File: src/rpn_pkg.sv
// ----------------------------------------------------------------------------
// rpn_pkg
// Shared types and constants of the RPN stack evaluator.
// ----------------------------------------------------------------------------
package rpn_pkg;

	localparam int STACK_DEPTH = 32;
	localparam int ADDR_W      = $clog2(STACK_DEPTH);
	localparam int CNT_W       = $clog2(STACK_DEPTH + 1);

	localparam int DATA_W      = 32;
	localparam int OP_W        = 3;
	localparam int DIGIT_W     = 4;
	localparam int STATUS_W    = 3;

	localparam int DIV_STEPS   = DATA_W;
	localparam int DIV_CNT_W   = $clog2(DIV_STEPS + 1);

	// Queue between front and back; power of two so the pointers wrap freely
	localparam int QUEUE_DEPTH = 2;
	localparam int QPTR_W      = $clog2(QUEUE_DEPTH);
	localparam int QFILL_W     = $clog2(QUEUE_DEPTH + 1);

	// Token codes on the input channel
	localparam logic [OP_W-1:0] OP_DIGIT = 3'd0;
	localparam logic [OP_W-1:0] OP_ADD   = 3'd1;
	localparam logic [OP_W-1:0] OP_SUB   = 3'd2;
	localparam logic [OP_W-1:0] OP_MUL   = 3'd3;
	localparam logic [OP_W-1:0] OP_DIV   = 3'd4;

	localparam logic [DIGIT_W-1:0] DIGIT_MAX = 4'd9;

	// Result status codes
	localparam logic [STATUS_W-1:0] ST_OK       = 3'd0;
	localparam logic [STATUS_W-1:0] ST_FEW      = 3'd1;
	localparam logic [STATUS_W-1:0] ST_DIVZERO  = 3'd2;
	localparam logic [STATUS_W-1:0] ST_INVALID  = 3'd3;
	localparam logic [STATUS_W-1:0] ST_COUNT    = 3'd4;
	localparam logic [STATUS_W-1:0] ST_OVERFLOW = 3'd5;

	typedef enum logic [2:0] {
		K_PUSH,
		K_ADD,
		K_SUB,
		K_MUL,
		K_DIV,
		K_BAD
	} kind_t;

	typedef struct packed {
		kind_t              kind;
		logic [DIGIT_W-1:0] digit;
		logic               last;
	} cmd_t;

endpackage

File: src/rpn_if.sv
// ----------------------------------------------------------------------------
// rpn_in_if / rpn_out_if
// Valid/ready channels for tokens in and results out.
// ----------------------------------------------------------------------------
interface rpn_in_if;
	logic                        valid;
	logic                        ready;
	logic [rpn_pkg::OP_W-1:0]    op;
	logic [rpn_pkg::DIGIT_W-1:0] digit;
	logic                        last;

	modport source (output valid, output op, output digit, output last, input ready);
	modport sink   (input valid, input op, input digit, input last, output ready);
endinterface

interface rpn_out_if;
	logic                         valid;
	logic                         ready;
	logic signed [rpn_pkg::DATA_W-1:0] value;
	logic [rpn_pkg::STATUS_W-1:0] status;

	modport source (output valid, output value, output status, input ready);
	modport sink   (input valid, input value, input status, output ready);
endinterface

File: src/rpn_stack_evaluator_core.sv
// ----------------------------------------------------------------------------
// rpn_stack_evaluator_core
// Reverse Polish notation evaluator: tokens in, one result per expression out.
// ----------------------------------------------------------------------------
// A digit token passes through the idle and finish states of the back end. An
// add, subtract or multiply also reads two operands, executes and writes back,
// and a divide also waits on the bit-per-cycle divider; the single read port of
// the operand stack RAM fetches the two operands one after the other. A token
// marked last adds a state in which the final value is read back from the stack. A
// two-entry queue lets the front take tokens while the back is busy, and the
// result sits in an output register so the next expression keeps flowing
// while it waits to be taken.
module rpn_stack_evaluator_core (
	input  logic        clk,
	input  logic        arst_n,
	rpn_in_if.sink      tok,
	rpn_out_if.source   res
);

	rpn_pkg::cmd_t cmd;
	logic          cmd_valid;
	logic          cmd_pop;

	rpn_front u_front (
		.clk       (clk),
		.arst_n    (arst_n),
		.tok       (tok),
		.cmd       (cmd),
		.cmd_valid (cmd_valid),
		.cmd_pop   (cmd_pop)
	);

	rpn_back u_back (
		.clk       (clk),
		.arst_n    (arst_n),
		.cmd       (cmd),
		.cmd_valid (cmd_valid),
		.cmd_pop   (cmd_pop),
		.res       (res)
	);

endmodule

File: src/rpn_ram.sv
// ----------------------------------------------------------------------------
// rpn_ram
// Generic single-write, single-read RAM with registered read data.
// ----------------------------------------------------------------------------
module rpn_ram #(
	parameter int WIDTH = 32,
	parameter int DEPTH = 32
) (
	input  logic                     clk,
	input  logic                     we,
	input  logic [$clog2(DEPTH)-1:0] waddr,
	input  logic [WIDTH-1:0]         wdata,
	input  logic [$clog2(DEPTH)-1:0] raddr,
	output logic [WIDTH-1:0]         rdata
);

	logic [WIDTH-1:0] mem_q [DEPTH];

	always_ff @(posedge clk) begin
		if (we) begin
			mem_q[waddr] <= wdata;
		end
		rdata <= mem_q[raddr];
	end

endmodule

File: src/rpn_div.sv
// ----------------------------------------------------------------------------
// rpn_div
// Signed 32-bit divider, truncating toward zero, one quotient bit per cycle.
// ----------------------------------------------------------------------------
module rpn_div (
	input  logic                       clk,
	input  logic                       arst_n,
	input  logic                       start,
	input  logic [rpn_pkg::DATA_W-1:0] dividend,
	input  logic [rpn_pkg::DATA_W-1:0] divisor,
	output logic                       done,
	output logic [rpn_pkg::DATA_W-1:0] quot
);

	localparam int W = rpn_pkg::DATA_W;

	logic                            busy_q;
	logic [rpn_pkg::DIV_CNT_W-1:0]   cnt_q;
	logic [W-1:0]                    rem_q;
	logic [W-1:0]                    quo_q;
	logic [W-1:0]                    dvs_q;
	logic                            neg_q;
	logic [W:0]                      trial;

	// Restoring step: shift in the next dividend bit and try the subtract
	assign trial = {rem_q, quo_q[W-1]} - {1'b0, dvs_q};
	assign done  = busy_q && (cnt_q == '0);
	assign quot  = neg_q ? (W'(0) - quo_q) : quo_q;

	always_ff @(posedge clk or negedge arst_n) begin
		if (!arst_n) begin
			busy_q <= 1'b0;
			cnt_q  <= '0;
		end else if (start) begin
			busy_q <= 1'b1;
			cnt_q  <= rpn_pkg::DIV_CNT_W'(rpn_pkg::DIV_STEPS);
		end else if (busy_q) begin
			if (cnt_q == '0) begin
				busy_q <= 1'b0;
			end else begin
				cnt_q <= cnt_q - 1'b1;
			end
		end
	end

	always_ff @(posedge clk) begin
		if (start) begin
			quo_q <= dividend[W-1] ? (W'(0) - dividend) : dividend;
			dvs_q <= divisor[W-1] ? (W'(0) - divisor) : divisor;
			rem_q <= '0;
			neg_q <= dividend[W-1] ^ divisor[W-1];
		end else if (busy_q && (cnt_q != '0)) begin
			if (!trial[W]) begin
				rem_q <= trial[W-1:0];
				quo_q <= {quo_q[W-2:0], 1'b1};
			end else begin
				rem_q <= {rem_q[W-2:0], quo_q[W-1]};
				quo_q <= {quo_q[W-2:0], 1'b0};
			end
		end
	end

endmodule

File: src/rpn_front.sv
// ----------------------------------------------------------------------------
// rpn_front
// Accepts tokens, classifies them into commands and queues them for the back.
// ----------------------------------------------------------------------------
module rpn_front (
	input  logic           clk,
	input  logic           arst_n,
	rpn_in_if.sink         tok,
	output rpn_pkg::cmd_t  cmd,
	output logic           cmd_valid,
	input  logic           cmd_pop
);

	rpn_pkg::cmd_t                 q_mem [rpn_pkg::QUEUE_DEPTH];
	logic [rpn_pkg::QPTR_W-1:0]    wptr_q;
	logic [rpn_pkg::QPTR_W-1:0]    rptr_q;
	logic [rpn_pkg::QFILL_W-1:0]   fill_q;
	rpn_pkg::cmd_t                 cls;
	logic                          push;
	logic                          pop;

	always_comb begin
		cls.digit = tok.digit;
		cls.last  = tok.last;
		unique case (tok.op)
			rpn_pkg::OP_DIGIT: cls.kind = (tok.digit > rpn_pkg::DIGIT_MAX) ?
				rpn_pkg::K_BAD : rpn_pkg::K_PUSH;
			rpn_pkg::OP_ADD:   cls.kind = rpn_pkg::K_ADD;
			rpn_pkg::OP_SUB:   cls.kind = rpn_pkg::K_SUB;
			rpn_pkg::OP_MUL:   cls.kind = rpn_pkg::K_MUL;
			rpn_pkg::OP_DIV:   cls.kind = rpn_pkg::K_DIV;
			default:           cls.kind = rpn_pkg::K_BAD;
		endcase
	end

	assign tok.ready = (fill_q != rpn_pkg::QFILL_W'(rpn_pkg::QUEUE_DEPTH));
	assign push      = tok.valid && tok.ready;
	assign cmd_valid = (fill_q != '0);
	assign pop       = cmd_pop && cmd_valid;
	assign cmd       = q_mem[rptr_q];

	always_ff @(posedge clk or negedge arst_n) begin
		if (!arst_n) begin
			wptr_q <= '0;
			rptr_q <= '0;
			fill_q <= '0;
		end else begin
			if (push) begin
				wptr_q <= wptr_q + 1'b1;
			end
			if (pop) begin
				rptr_q <= rptr_q + 1'b1;
			end
			fill_q <= fill_q + rpn_pkg::QFILL_W'(push) - rpn_pkg::QFILL_W'(pop);
		end
	end

	always_ff @(posedge clk) begin
		if (push) begin
			q_mem[wptr_q] <= cls;
		end
	end

endmodule

File: src/rpn_back.sv
// ----------------------------------------------------------------------------
// rpn_back
// Executes queued commands against the operand stack and emits results.
// ----------------------------------------------------------------------------
module rpn_back (
	input  logic           clk,
	input  logic           arst_n,
	input  rpn_pkg::cmd_t  cmd,
	input  logic           cmd_valid,
	output logic           cmd_pop,
	rpn_out_if.source      res
);

	localparam int W  = rpn_pkg::DATA_W;
	localparam int AW = rpn_pkg::ADDR_W;
	localparam int CW = rpn_pkg::CNT_W;

	localparam logic [2:0] S_IDLE = 3'd0;
	localparam logic [2:0] S_RDR  = 3'd1;
	localparam logic [2:0] S_RDL  = 3'd2;
	localparam logic [2:0] S_EXEC = 3'd3;
	localparam logic [2:0] S_DIVW = 3'd4;
	localparam logic [2:0] S_WR   = 3'd5;
	localparam logic [2:0] S_FIN  = 3'd6;
	localparam logic [2:0] S_RD0  = 3'd7;

	logic [2:0]                     state_q;
	logic [CW-1:0]                  count_q;
	logic [rpn_pkg::STATUS_W-1:0]   err_q;
	rpn_pkg::kind_t                 kind_q;
	logic                           last_q;
	logic [W-1:0]                   r_q;
	logic [W-1:0]                   l_q;
	logic [W-1:0]                   res_q;
	logic                           out_valid_q;
	logic [W-1:0]                   out_value_q;
	logic [rpn_pkg::STATUS_W-1:0]   out_status_q;

	logic [CW-1:0]                  cnt_m1;
	logic [CW-1:0]                  cnt_m2;
	logic                           slot_free;
	logic                           bad_final;
	logic                           out_load;
	logic [W-1:0]                   out_value;
	logic [rpn_pkg::STATUS_W-1:0]   out_status;
	logic                           ram_we;
	logic [AW-1:0]                  ram_waddr;
	logic [W-1:0]                   ram_wdata;
	logic [AW-1:0]                  ram_raddr;
	logic [W-1:0]                   ram_rdata;
	logic                           div_start;
	logic                           div_done;
	logic [W-1:0]                   div_quot;

	rpn_ram #(
		.WIDTH (W),
		.DEPTH (rpn_pkg::STACK_DEPTH)
	) u_stack (
		.clk   (clk),
		.we    (ram_we),
		.waddr (ram_waddr),
		.wdata (ram_wdata),
		.raddr (ram_raddr),
		.rdata (ram_rdata)
	);

	rpn_div u_div (
		.clk      (clk),
		.arst_n   (arst_n),
		.start    (div_start),
		.dividend (l_q),
		.divisor  (r_q),
		.done     (div_done),
		.quot     (div_quot)
	);

	assign cnt_m1    = count_q - CW'(1);
	assign cnt_m2    = count_q - CW'(2);
	assign slot_free = !out_valid_q || res.ready;
	assign bad_final = (err_q != rpn_pkg::ST_OK) || (count_q != CW'(1));
	assign cmd_pop   = (state_q == S_IDLE) && cmd_valid;
	assign div_start = (state_q == S_EXEC) && (kind_q == rpn_pkg::K_DIV) && (r_q != '0);

	always_comb begin
		ram_we    = 1'b0;
		ram_waddr = count_q[AW-1:0];
		ram_wdata = {{(W-rpn_pkg::DIGIT_W){1'b0}}, cmd.digit};
		ram_raddr = '0;
		out_load  = 1'b0;
		out_value = '0;
		out_status = (err_q != rpn_pkg::ST_OK) ? err_q : rpn_pkg::ST_COUNT;
		unique case (state_q)
			S_IDLE: begin
				ram_raddr = cnt_m1[AW-1:0];
				ram_we    = cmd_valid && (err_q == rpn_pkg::ST_OK) &&
					(cmd.kind == rpn_pkg::K_PUSH) && (count_q < CW'(rpn_pkg::STACK_DEPTH));
			end
			S_RDR: ram_raddr = cnt_m2[AW-1:0];
			S_WR: begin
				ram_we    = 1'b1;
				ram_waddr = cnt_m2[AW-1:0];
				ram_wdata = res_q;
			end
			S_FIN: out_load = last_q && bad_final && slot_free;
			S_RD0: begin
				out_load   = slot_free;
				out_value  = ram_rdata;
				out_status = rpn_pkg::ST_OK;
			end
			default: ;
		endcase
	end

	always_ff @(posedge clk or negedge arst_n) begin
		if (!arst_n) begin
			state_q     <= S_IDLE;
			count_q     <= '0;
			err_q       <= rpn_pkg::ST_OK;
			out_valid_q <= 1'b0;
		end else begin
			if (out_load) begin
				out_valid_q <= 1'b1;
			end else if (res.ready) begin
				out_valid_q <= 1'b0;
			end
			unique case (state_q)
				S_IDLE: begin
					if (cmd_valid) begin
						state_q <= S_FIN;
						if (err_q == rpn_pkg::ST_OK) begin
							unique case (cmd.kind)
								rpn_pkg::K_PUSH: begin
									if (count_q >= CW'(rpn_pkg::STACK_DEPTH)) begin
										err_q <= rpn_pkg::ST_OVERFLOW;
									end else begin
										count_q <= count_q + 1'b1;
									end
								end
								rpn_pkg::K_BAD: err_q <= rpn_pkg::ST_INVALID;
								default: begin
									if (count_q < CW'(2)) begin
										err_q <= rpn_pkg::ST_FEW;
									end else begin
										state_q <= S_RDR;
									end
								end
							endcase
						end
					end
				end
				S_RDR: state_q <= S_RDL;
				S_RDL: state_q <= S_EXEC;
				S_EXEC: begin
					if (kind_q == rpn_pkg::K_DIV) begin
						if (r_q == '0) begin
							err_q   <= rpn_pkg::ST_DIVZERO;
							state_q <= S_FIN;
						end else begin
							state_q <= S_DIVW;
						end
					end else begin
						state_q <= S_WR;
					end
				end
				S_DIVW: begin
					if (div_done) begin
						state_q <= S_WR;
					end
				end
				S_WR: begin
					count_q <= cnt_m1;
					state_q <= S_FIN;
				end
				S_FIN: begin
					if (!last_q) begin
						state_q <= S_IDLE;
					end else if (!bad_final) begin
						state_q <= S_RD0;
					end else if (slot_free) begin
						count_q <= '0;
						err_q   <= rpn_pkg::ST_OK;
						state_q <= S_IDLE;
					end
				end
				S_RD0: begin
					if (slot_free) begin
						count_q <= '0;
						err_q   <= rpn_pkg::ST_OK;
						state_q <= S_IDLE;
					end
				end
				default: state_q <= S_IDLE;
			endcase
		end
	end

	always_ff @(posedge clk) begin
		if (cmd_pop) begin
			kind_q <= cmd.kind;
			last_q <= cmd.last;
		end
		if (state_q == S_RDR) begin
			r_q <= ram_rdata;
		end
		if (state_q == S_RDL) begin
			l_q <= ram_rdata;
		end
		if (state_q == S_EXEC) begin
			unique case (kind_q)
				rpn_pkg::K_ADD: res_q <= l_q + r_q;
				rpn_pkg::K_SUB: res_q <= l_q - r_q;
				rpn_pkg::K_MUL: res_q <= l_q * r_q;
				default:        res_q <= res_q;
			endcase
		end else if ((state_q == S_DIVW) && div_done) begin
			res_q <= div_quot;
		end
		if (out_load) begin
			out_value_q  <= out_value;
			out_status_q <= out_status;
		end
	end

	assign res.valid  = out_valid_q;
	assign res.value  = out_value_q;
	assign res.status = out_status_q;

	a_count_range: assert property (@(posedge clk) disable iff (!arst_n)
		count_q <= CW'(rpn_pkg::STACK_DEPTH))
		else $error("stack count beyond depth");

	a_clear_after_report: assert property (@(posedge clk) disable iff (!arst_n)
		out_load |=> (count_q == '0) && (err_q == rpn_pkg::ST_OK))
		else $error("state not cleared after final report");

	a_err_value_zero: assert property (@(posedge clk) disable iff (!arst_n)
		(out_valid_q && (out_status_q != rpn_pkg::ST_OK)) |-> (out_value_q == '0))
		else $error("error result carries a value");

	a_div_start_nonzero: assert property (@(posedge clk) disable iff (!arst_n)
		div_start |=> (state_q == S_DIVW) && (r_q != '0))
		else $error("divider started without entering wait");

	a_pop_only_idle: assert property (@(posedge clk) disable iff (!arst_n)
		cmd_pop |=> (state_q == S_FIN) || (state_q == S_RDR))
		else $error("command taken outside idle");

endmodule

File: src/flat_wrapper.sv
// flat-port wrapper written by rule: the top's interface ports become plain ports
module rpn_stack_evaluator_core_flat 
  (clk, arst_n, tok_valid, tok_op, tok_digit, tok_last, tok_ready, res_valid, res_value, res_status, res_ready);
  rpn_in_if tok_i ();
  rpn_out_if res_i ();
  input  logic clk;
  input  logic arst_n;
  input wire logic [$bits(tok_i.valid)-1:0] tok_valid;
  input wire logic [$bits(tok_i.op)-1:0] tok_op;
  input wire logic [$bits(tok_i.digit)-1:0] tok_digit;
  input wire logic [$bits(tok_i.last)-1:0] tok_last;
  output wire logic [$bits(tok_i.ready)-1:0] tok_ready;
  output wire logic [$bits(res_i.valid)-1:0] res_valid;
  output wire logic [$bits(res_i.value)-1:0] res_value;
  output wire logic [$bits(res_i.status)-1:0] res_status;
  input wire logic [$bits(res_i.ready)-1:0] res_ready;
  assign tok_i.valid = tok_valid;
  assign tok_i.op = tok_op;
  assign tok_i.digit = tok_digit;
  assign tok_i.last = tok_last;
  assign tok_ready = tok_i.ready;
  assign res_valid = res_i.valid;
  assign res_value = res_i.value;
  assign res_status = res_i.status;
  assign res_i.ready = res_ready;
  rpn_stack_evaluator_core u_core (.clk(clk), .arst_n(arst_n), .tok(tok_i), .res(res_i));
endmodule
File: config.mk
export PLATFORM = sky130hd
export DESIGN_NAME = rpn_stack_evaluator_core_flat
export DESIGN_NICKNAME = d
export VERILOG_FILES = /design/src/rpn_pkg.sv /design/src/rpn_if.sv /design/src/rpn_stack_evaluator_core.sv /design/src/rpn_ram.sv /design/src/rpn_div.sv /design/src/rpn_front.sv /design/src/rpn_back.sv /design/src/flat_wrapper.sv
export SDC_FILE = /design/constraint.sdc
export NUM_CORES = 2
export LEC_CHECK = 0
export BUFFER_PORTS_ARGS = -buffer_cell sky130_fd_sc_hd__buf_2
export CORE_MARGIN = 2
export CORE_UTILIZATION = 50
export DETAILED_ROUTE_END_ITERATION = 6
export HOLD_SLACK_MARGIN = 0.1
export PLACE_DENSITY_LB_ADDON = 0.1
export SLEW_MARGIN = 40
export SYNTH_ARGS = -nofsm -noshare
export SYNTH_HDL_FRONTEND = slang
export SYNTH_SLANG_ARGS = --single-unit
File: constraint.sdc
create_clock -name clk -period 7.8 [get_ports clk]
set_clock_uncertainty 0.15 [all_clocks]
set_input_delay 1.56 -clock clk [delete_from_list [all_inputs] [get_ports clk]]
set_output_delay 1.56 -clock clk [all_outputs]
set_load 0.02 [all_outputs]
After elaboration in Yosys (flattened, before gate mapping)
Memories as Yosys holds them, arrays and structs flattened. A register that Yosys moved wholly into a read port is not among the register bits.
Index checks and enable logic that the tools add are counted.
{ "classes": {"n_addsub": 14, "mul": 1, "order_cmp": 4, "n_eq_ne": 31, "mux": 60, "n_bitwise": 2, "n_reduce_logical": 39} }
{ "op_table": {"columns": ["op", "count"], "rows": [
  ["32-bit two-way mux", 8],
  ["32-bit case mux with 3 select lines", 1],
  ["1-bit by 32-bit subtractor with 32-bit output (first input constant)", 3],
  ["3-bit two-way mux", 20],
  ["6-bit two-way mux", 10],
  ["33-bit by 32-bit subtractor with 33-bit output", 1],
  ["32-bit adder", 1],
  ["32-bit zero test", 1],
  ["32-bit by 32-bit multiplier with 32-bit output", 1],
  ["32-bit nonzero test", 1],
  ["32-bit subtractor", 1],
  ["31-bit two-way mux", 1],
  ["3-bit case mux with 8 select lines", 1],
  ["6-bit case mux with 4 select lines", 1],
  ["3-bit equality test (second input constant)", 7],
  ["3-bit by 2-bit equality test with 1-bit output (second input constant)", 6],
  ["2-bit inequality test (second input constant)", 9],
  ["3-bit case mux with 5 select lines", 1],
  ["1-bit logical AND", 13],
  ["3-bit zero test", 4],
  ["3-bit case mux with 4 select lines", 1],
  ["6-bit by 1-bit subtractor with 6-bit output (second input constant)", 2],
  ["1-bit two-way mux", 10],
  ["5-bit case mux with 2 select lines", 1],
  ["31 further kinds", 46]
]} }
{ "word_totals": {"register_bits": 256, "ramBits": 1040, "in_bits": 12, "out_inout_bits": 37, "word_cells": 175, "n_memories": 2} }
{ "mem_list": {"columns": ["name", "words", "width", "rd", "rd_ports_with_merged_regs", "write_ports", "line", "rtl"], "rows": [
  ["u_core.u_back.u_stack.mem_q", 32, 32, 1, 1, 1, "rpn_ram.sv:17", "logic [WIDTH-1:0] mem_q [DEPTH];"],
  ["u_core.u_front.q_mem", 2, 8, 1, 0, 1, "rpn_front.sv:14", "rpn_pkg::cmd_t q_mem [rpn_pkg::QUEUE_DEPTH];"]
]} }

Depth between registers and ports, before layout
{ "logic_depth": {"depth_word": 7, "mapped_depth": 28, "depth_no_buf": 26} }

By module
From an unflattened synthesis, not the netlist that was laid out.
{ "hier_totals": {"cells_unflattened": 5839, "hier_area_um2": 73590.6} }
{ "by_module_without_submodules": {"columns": ["mod", "instances", "cells_each", "area_per_inst_um2"], "rows": [
  ["rpn_ram", 1, 2260, 40492.6],
  ["rpn_back", 1, 2631, 24504.8],
  ["rpn_div", 1, 900, 7786.2],
  ["rpn_front", 1, 48, 807.0]
]} }

Least setup slack after synthesis
No wires, ideal clock.
{ "synth_path": {"path_type": "register -> register", "start": "register u_core.u_back.r_q[5]", "end": "register u_core.u_back.res_q[30] (data pin)", "setup_time_ps": 260, "arrival_ps": 6895, "required_time_ps": 7390, "setup_slack_ps": 495, "stages_incl_launch_ff": 27, "path_buffers": 2, "path_cell_list": "edfxtp_1 > clkbuf_1 > clkbuf_1 > and2_1 > fa_1 > fa_1 > fa_1 > inv_1 > fa_1 > inv_1 > fa_1 > inv_1 > fa_1 > inv_1 > fa_1 > fa_1 > ha_1 > a21oi_1 > o21ai_0 > o31ai_1 > a21oi_1 > a41o_1 > o21a_1 > o21a_1 > o22ai_1 > xor2_1 > a21oi_1"} }
{ "synth_via": {"elab_chain_len": 3} }
{ "synth_rtl": {"columns": ["item", "line", "rtl"], "rows": [
  ["start, declared", "rpn_back.sv:32", "logic [W-1:0] r_q;"],
  ["start signal, assigned", "rpn_back.sv:203", "r_q <= ram_rdata;"],
  ["32-bit by 32-bit multiplier with 32-bit output (tied with other cells)", "rpn_back.sv:212", "rpn_pkg::K_MUL: res_q <= l_q * r_q;"],
  ["32-bit case mux with 3 select lines (*)", "rpn_back.sv:209", "unique case (kind_q)"],
  ["32-bit two-way mux (*)", "rpn_back.sv:208", "if (state_q == S_EXEC) begin"],
  ["end signal, assigned", "rpn_back.sv:210", "rpn_pkg::K_ADD: res_q <= l_q + r_q;"],
  ["end signal, assigned", "rpn_back.sv:212", null],
  ["end signal, assigned", "rpn_back.sv:213", "default: res_q <= res_q;"],
  ["end, declared", "rpn_back.sv:34", "logic [W-1:0] res_q;"]
]} }
Mark *: on every way between the ends. The rest lies on a longest branch, timed or not.
A chain may end at the register's enable or synchronous reset.

Worst setup path in the final report
{ "layout_path": {"start": "register u_core.u_back.r_q[2]", "end": "register u_core.u_back.res_q[24] (data pin)"} }
Same word-level chain as after synthesis.

==> flow_metrics.tcl <==
set metrics [dict create \
    yosysSeqAreaShare 0.5322 \
    tritoncts "done" \
    r2r_start "u_core.u_back.r_q[2]$_DFFE_PN_" \
    hold_violations 0 \
    core_area_um2 145700 \
    drc_errors 0 \
    max_stage_delay_ps 550 \
    wl_per_cell_um 26.01 \
    synth_common_cells "1441 x nand2_1, 1240 x edfxtp_1, 444 x inv_1, 410 x fa_1, 382 x clkbuf_1" \
    io_pins 49 \
    synth.most_common_cell "nand2_1" \
    top_layer_used "met5" \
    initialDrtViolationCount 4868 \
    place_hpwl_mm 143.8 \
    synth_edf_count 1240 \
    fin_nets 7132 \
    path_max_fanout 13 \
    met1_length_mm 90.31 \
    period_share 0.9784 \
    wl_met2_mm 107.0 \
    antenna_found_initial 14 \
    syn_area_um2 73510 \
    holdPathStages 0 \
    syn2layout_area_growth_pct 11.38 \
    die-height_um 387.4 \
    grt_pass1_wl_mm 329.0 \
    synthFlopType "edfxtp_1" \
    synthCells 6516 \
    final.min_clock_period_ps 7631 \
    rsz0062_at_grt "true" \
    r2r_cells 25 \
    syn_area_per_cell_um2 11.28 \
    status "finished clean" \
    die_w_um 387.4 \
    drv_slew 0 \
    num_rows 140 \
    dr.pass1.iters 6 \
    synth.distinct_cells 73 \
    grt_max_degree 127 \
    hp-class "register to register" \
    io_buffers 48 \
    worst-setup-path-type "register to register" \
    drive_gt1_frac 0.08763 \
    holdBufCountCts 0 \
    via_count 50624 \
    crit_slowest_cell "fa_1" \
    wirelength_mm 222.4 \
    cts_buffers 147 \
    maxCapViolations 0 \
    async_reset_ff_frac 0.01807 \
    crit_arrival_ps 7960 \
    clock.fmax_mhz 131.0 \
    crit_path_frequent_cell "fa_1" \
    vias_per_cell 5.920 \
    netlist.area_leader.share 0.5066 \
    wl_met3_mm 16.38 \
    setup_ws_ps 168.8 \
    min_to "u_core.u_back.l_q[23]$_DFFE_PP_" \
    synth-seq-cells 1328 \
    crit_path_end_kind "register" \
    cts_sinks 1328 \
    drtAntennaViolNets 0 \
    tightest_slew_ps 888.7 \
    grt_pass1_vias 49433 \
    grtUsageTotal 0.2956 \
    report.final.setup_viol 0 \
    whs_ps 324.6 \
    max-slew-margin-rel 0.4075 \
    clkLatencyLatePin_ps 790 \
    final_util 0.5618 \
    gp_congestion 0.9465 \
    critPathLaunch "u_core.u_back.r_q[2]$_DFFE_PN_" \
    htree_levels 4 \
    grt_overflow 0 \
    synth.area.top_cells "edfxtp_1 51%, fa_1 11%, nand2_1 7.4%" \
    clk_pin_slew_worst_paths_ps 60 \
    cts_root_buffer "clkbuf_16" \
    die_area_um2 150100 \
    cts.path.max_buffers 3 \
    r2r-end "u_core.u_back.res_q[24]$_DFFE_PP_" \
    syn-num-nets 7138 \
    ys_warn_count 0 \
    initial_core_util 0.5044 \
    ff2ff_setup_slack_ps 170 \
    dp_slack_ps 163.6 \
    start_kind "register" \
    required_ps 8130 \
    yosys.area.top_type "edfxtp_1" \
    hold_start "u_core.u_back.u_stack.rdata[23]$_DFF_P_" \
]
-- cells by family after synthesis --
family / count (synthesis) / synth area share
adders and majority gates: 610 / 0.1457
and+or+nand+nor: 2481 / 0.1549
buffers and inverters: 862 / 0.04446
DFF: 1328 / 0.5322
xor gates and xnor gates: 273 / 0.03263
muxes: 40 / 0.005549
AOI/OAI and AO/OA: 922 / 0.08460
-- final cells by class --
class / instances / area (um2)
fillers: 12335 / 63870
inverters: 445 / 1673
repair buffers: 262 / 2445
multi-input cells: 4326 / 31550
flip-flops and latches: 1328 / 39120
clock inverters: 76 / 729.5
diodes: 4 / 10.01
well taps: 1917 / 2399
clock buffers: 193 / 3945
-- per-stage QoR --
step / area, um2 / TNS [ps] / std cells
floorplan: 73510 / 0 / 6516
global placement: 76630 / 0 / 8251
detailed placement: 77100 / 0 / 8272
CTS: 81770 / 0 / 8541
global route: 81860 / -248.1 / 8547
finish: 81870 / 0 / 8551
-- state kept, by name, indices dropped and copies added (netlist names), 32 cells and up --
register                     flops
u_core.u_back.l_q               32
u_core.u_back.r_q               32
u_core.u_back.res.value         32
u_core.u_back.res_q             32
u_core.u_back.u_div.dvs_q       32
u_core.u_back.u_div.quo_q       32
u_core.u_back.u_div.rem_q       32
u_core.u_back.u_stack.mem_q   1024
u_core.u_back.u_stack.rdata     32
-- routing by layer --
layer / track usage / vias to the layer above
met4: 0.1089 / 2
met3: 0.04953 / 411
met5: 0 / -
met2: 0.4839 / 1948
li1: - / 22575
met1: 0.3977 / 25688
-- placed cells by master, fill, tap and decap left out, types with 37 or more instances in the layout --
cell          n
a211oi_1    125
a21o_1       54
a21oi_1     135
a311oi_1    132
a31oi_1     143
and2_1      342
and3_1      203
buf_2        48
buf_4       164
clkbuf_1     40
clkbuf_16   150
dfxtp_1      63
edfxtp_1   1240
fa_1        410
ha_1        199
inv_1       443
nand2_1    1438
nand3_1     153
nor2_1      108
nor3_1       39
o21ai_0     170
o31ai_1      37
xnor2_1     156
xor2_1      116
-- worst max path at each step --
| stage | slack, ps | to | cells past startpoint |
|---|---|---|---|
| final | 170 | u_core.u_back.res_q[24]$_DFFE_PP_ | 25 |
| after detailed placement | 160 | u_core.u_back.res_q[24]$_DFFE_PP_ | 24 |
| after CTS | 120 | u_core.u_back.res_q[24]$_DFFE_PP_ | 24 |
| after floorplan | 500 | u_core.u_back.res_q[30]$_DFFE_PP_ | 26 |
| after global placement | 190 | u_core.u_back.res_q[24]$_DFFE_PP_ | 25 |
| after global routing | -110 | u_core.u_back.res_q[24]$_DFFE_PP_ | 25 |
-- critical path: cells and delay by family (launching register included) --
family	cells	cell delay, ps
compound gates	8	1360
buf+inv	5	430
xor+xnor	1	250
flops	1	380
simple gates	2	490
fa+ha+maj	9	4290
-- repair_timing --
item | in CTS | in global routing
setup endpoints to repair | 0 | 8
gates resized for setup | 0 | 5
setup buffers | 0 | 5
Power is left out: the tool's default activity adds up to more than one toggle a clock period on the data nets, which glitch-free logic cannot reach.
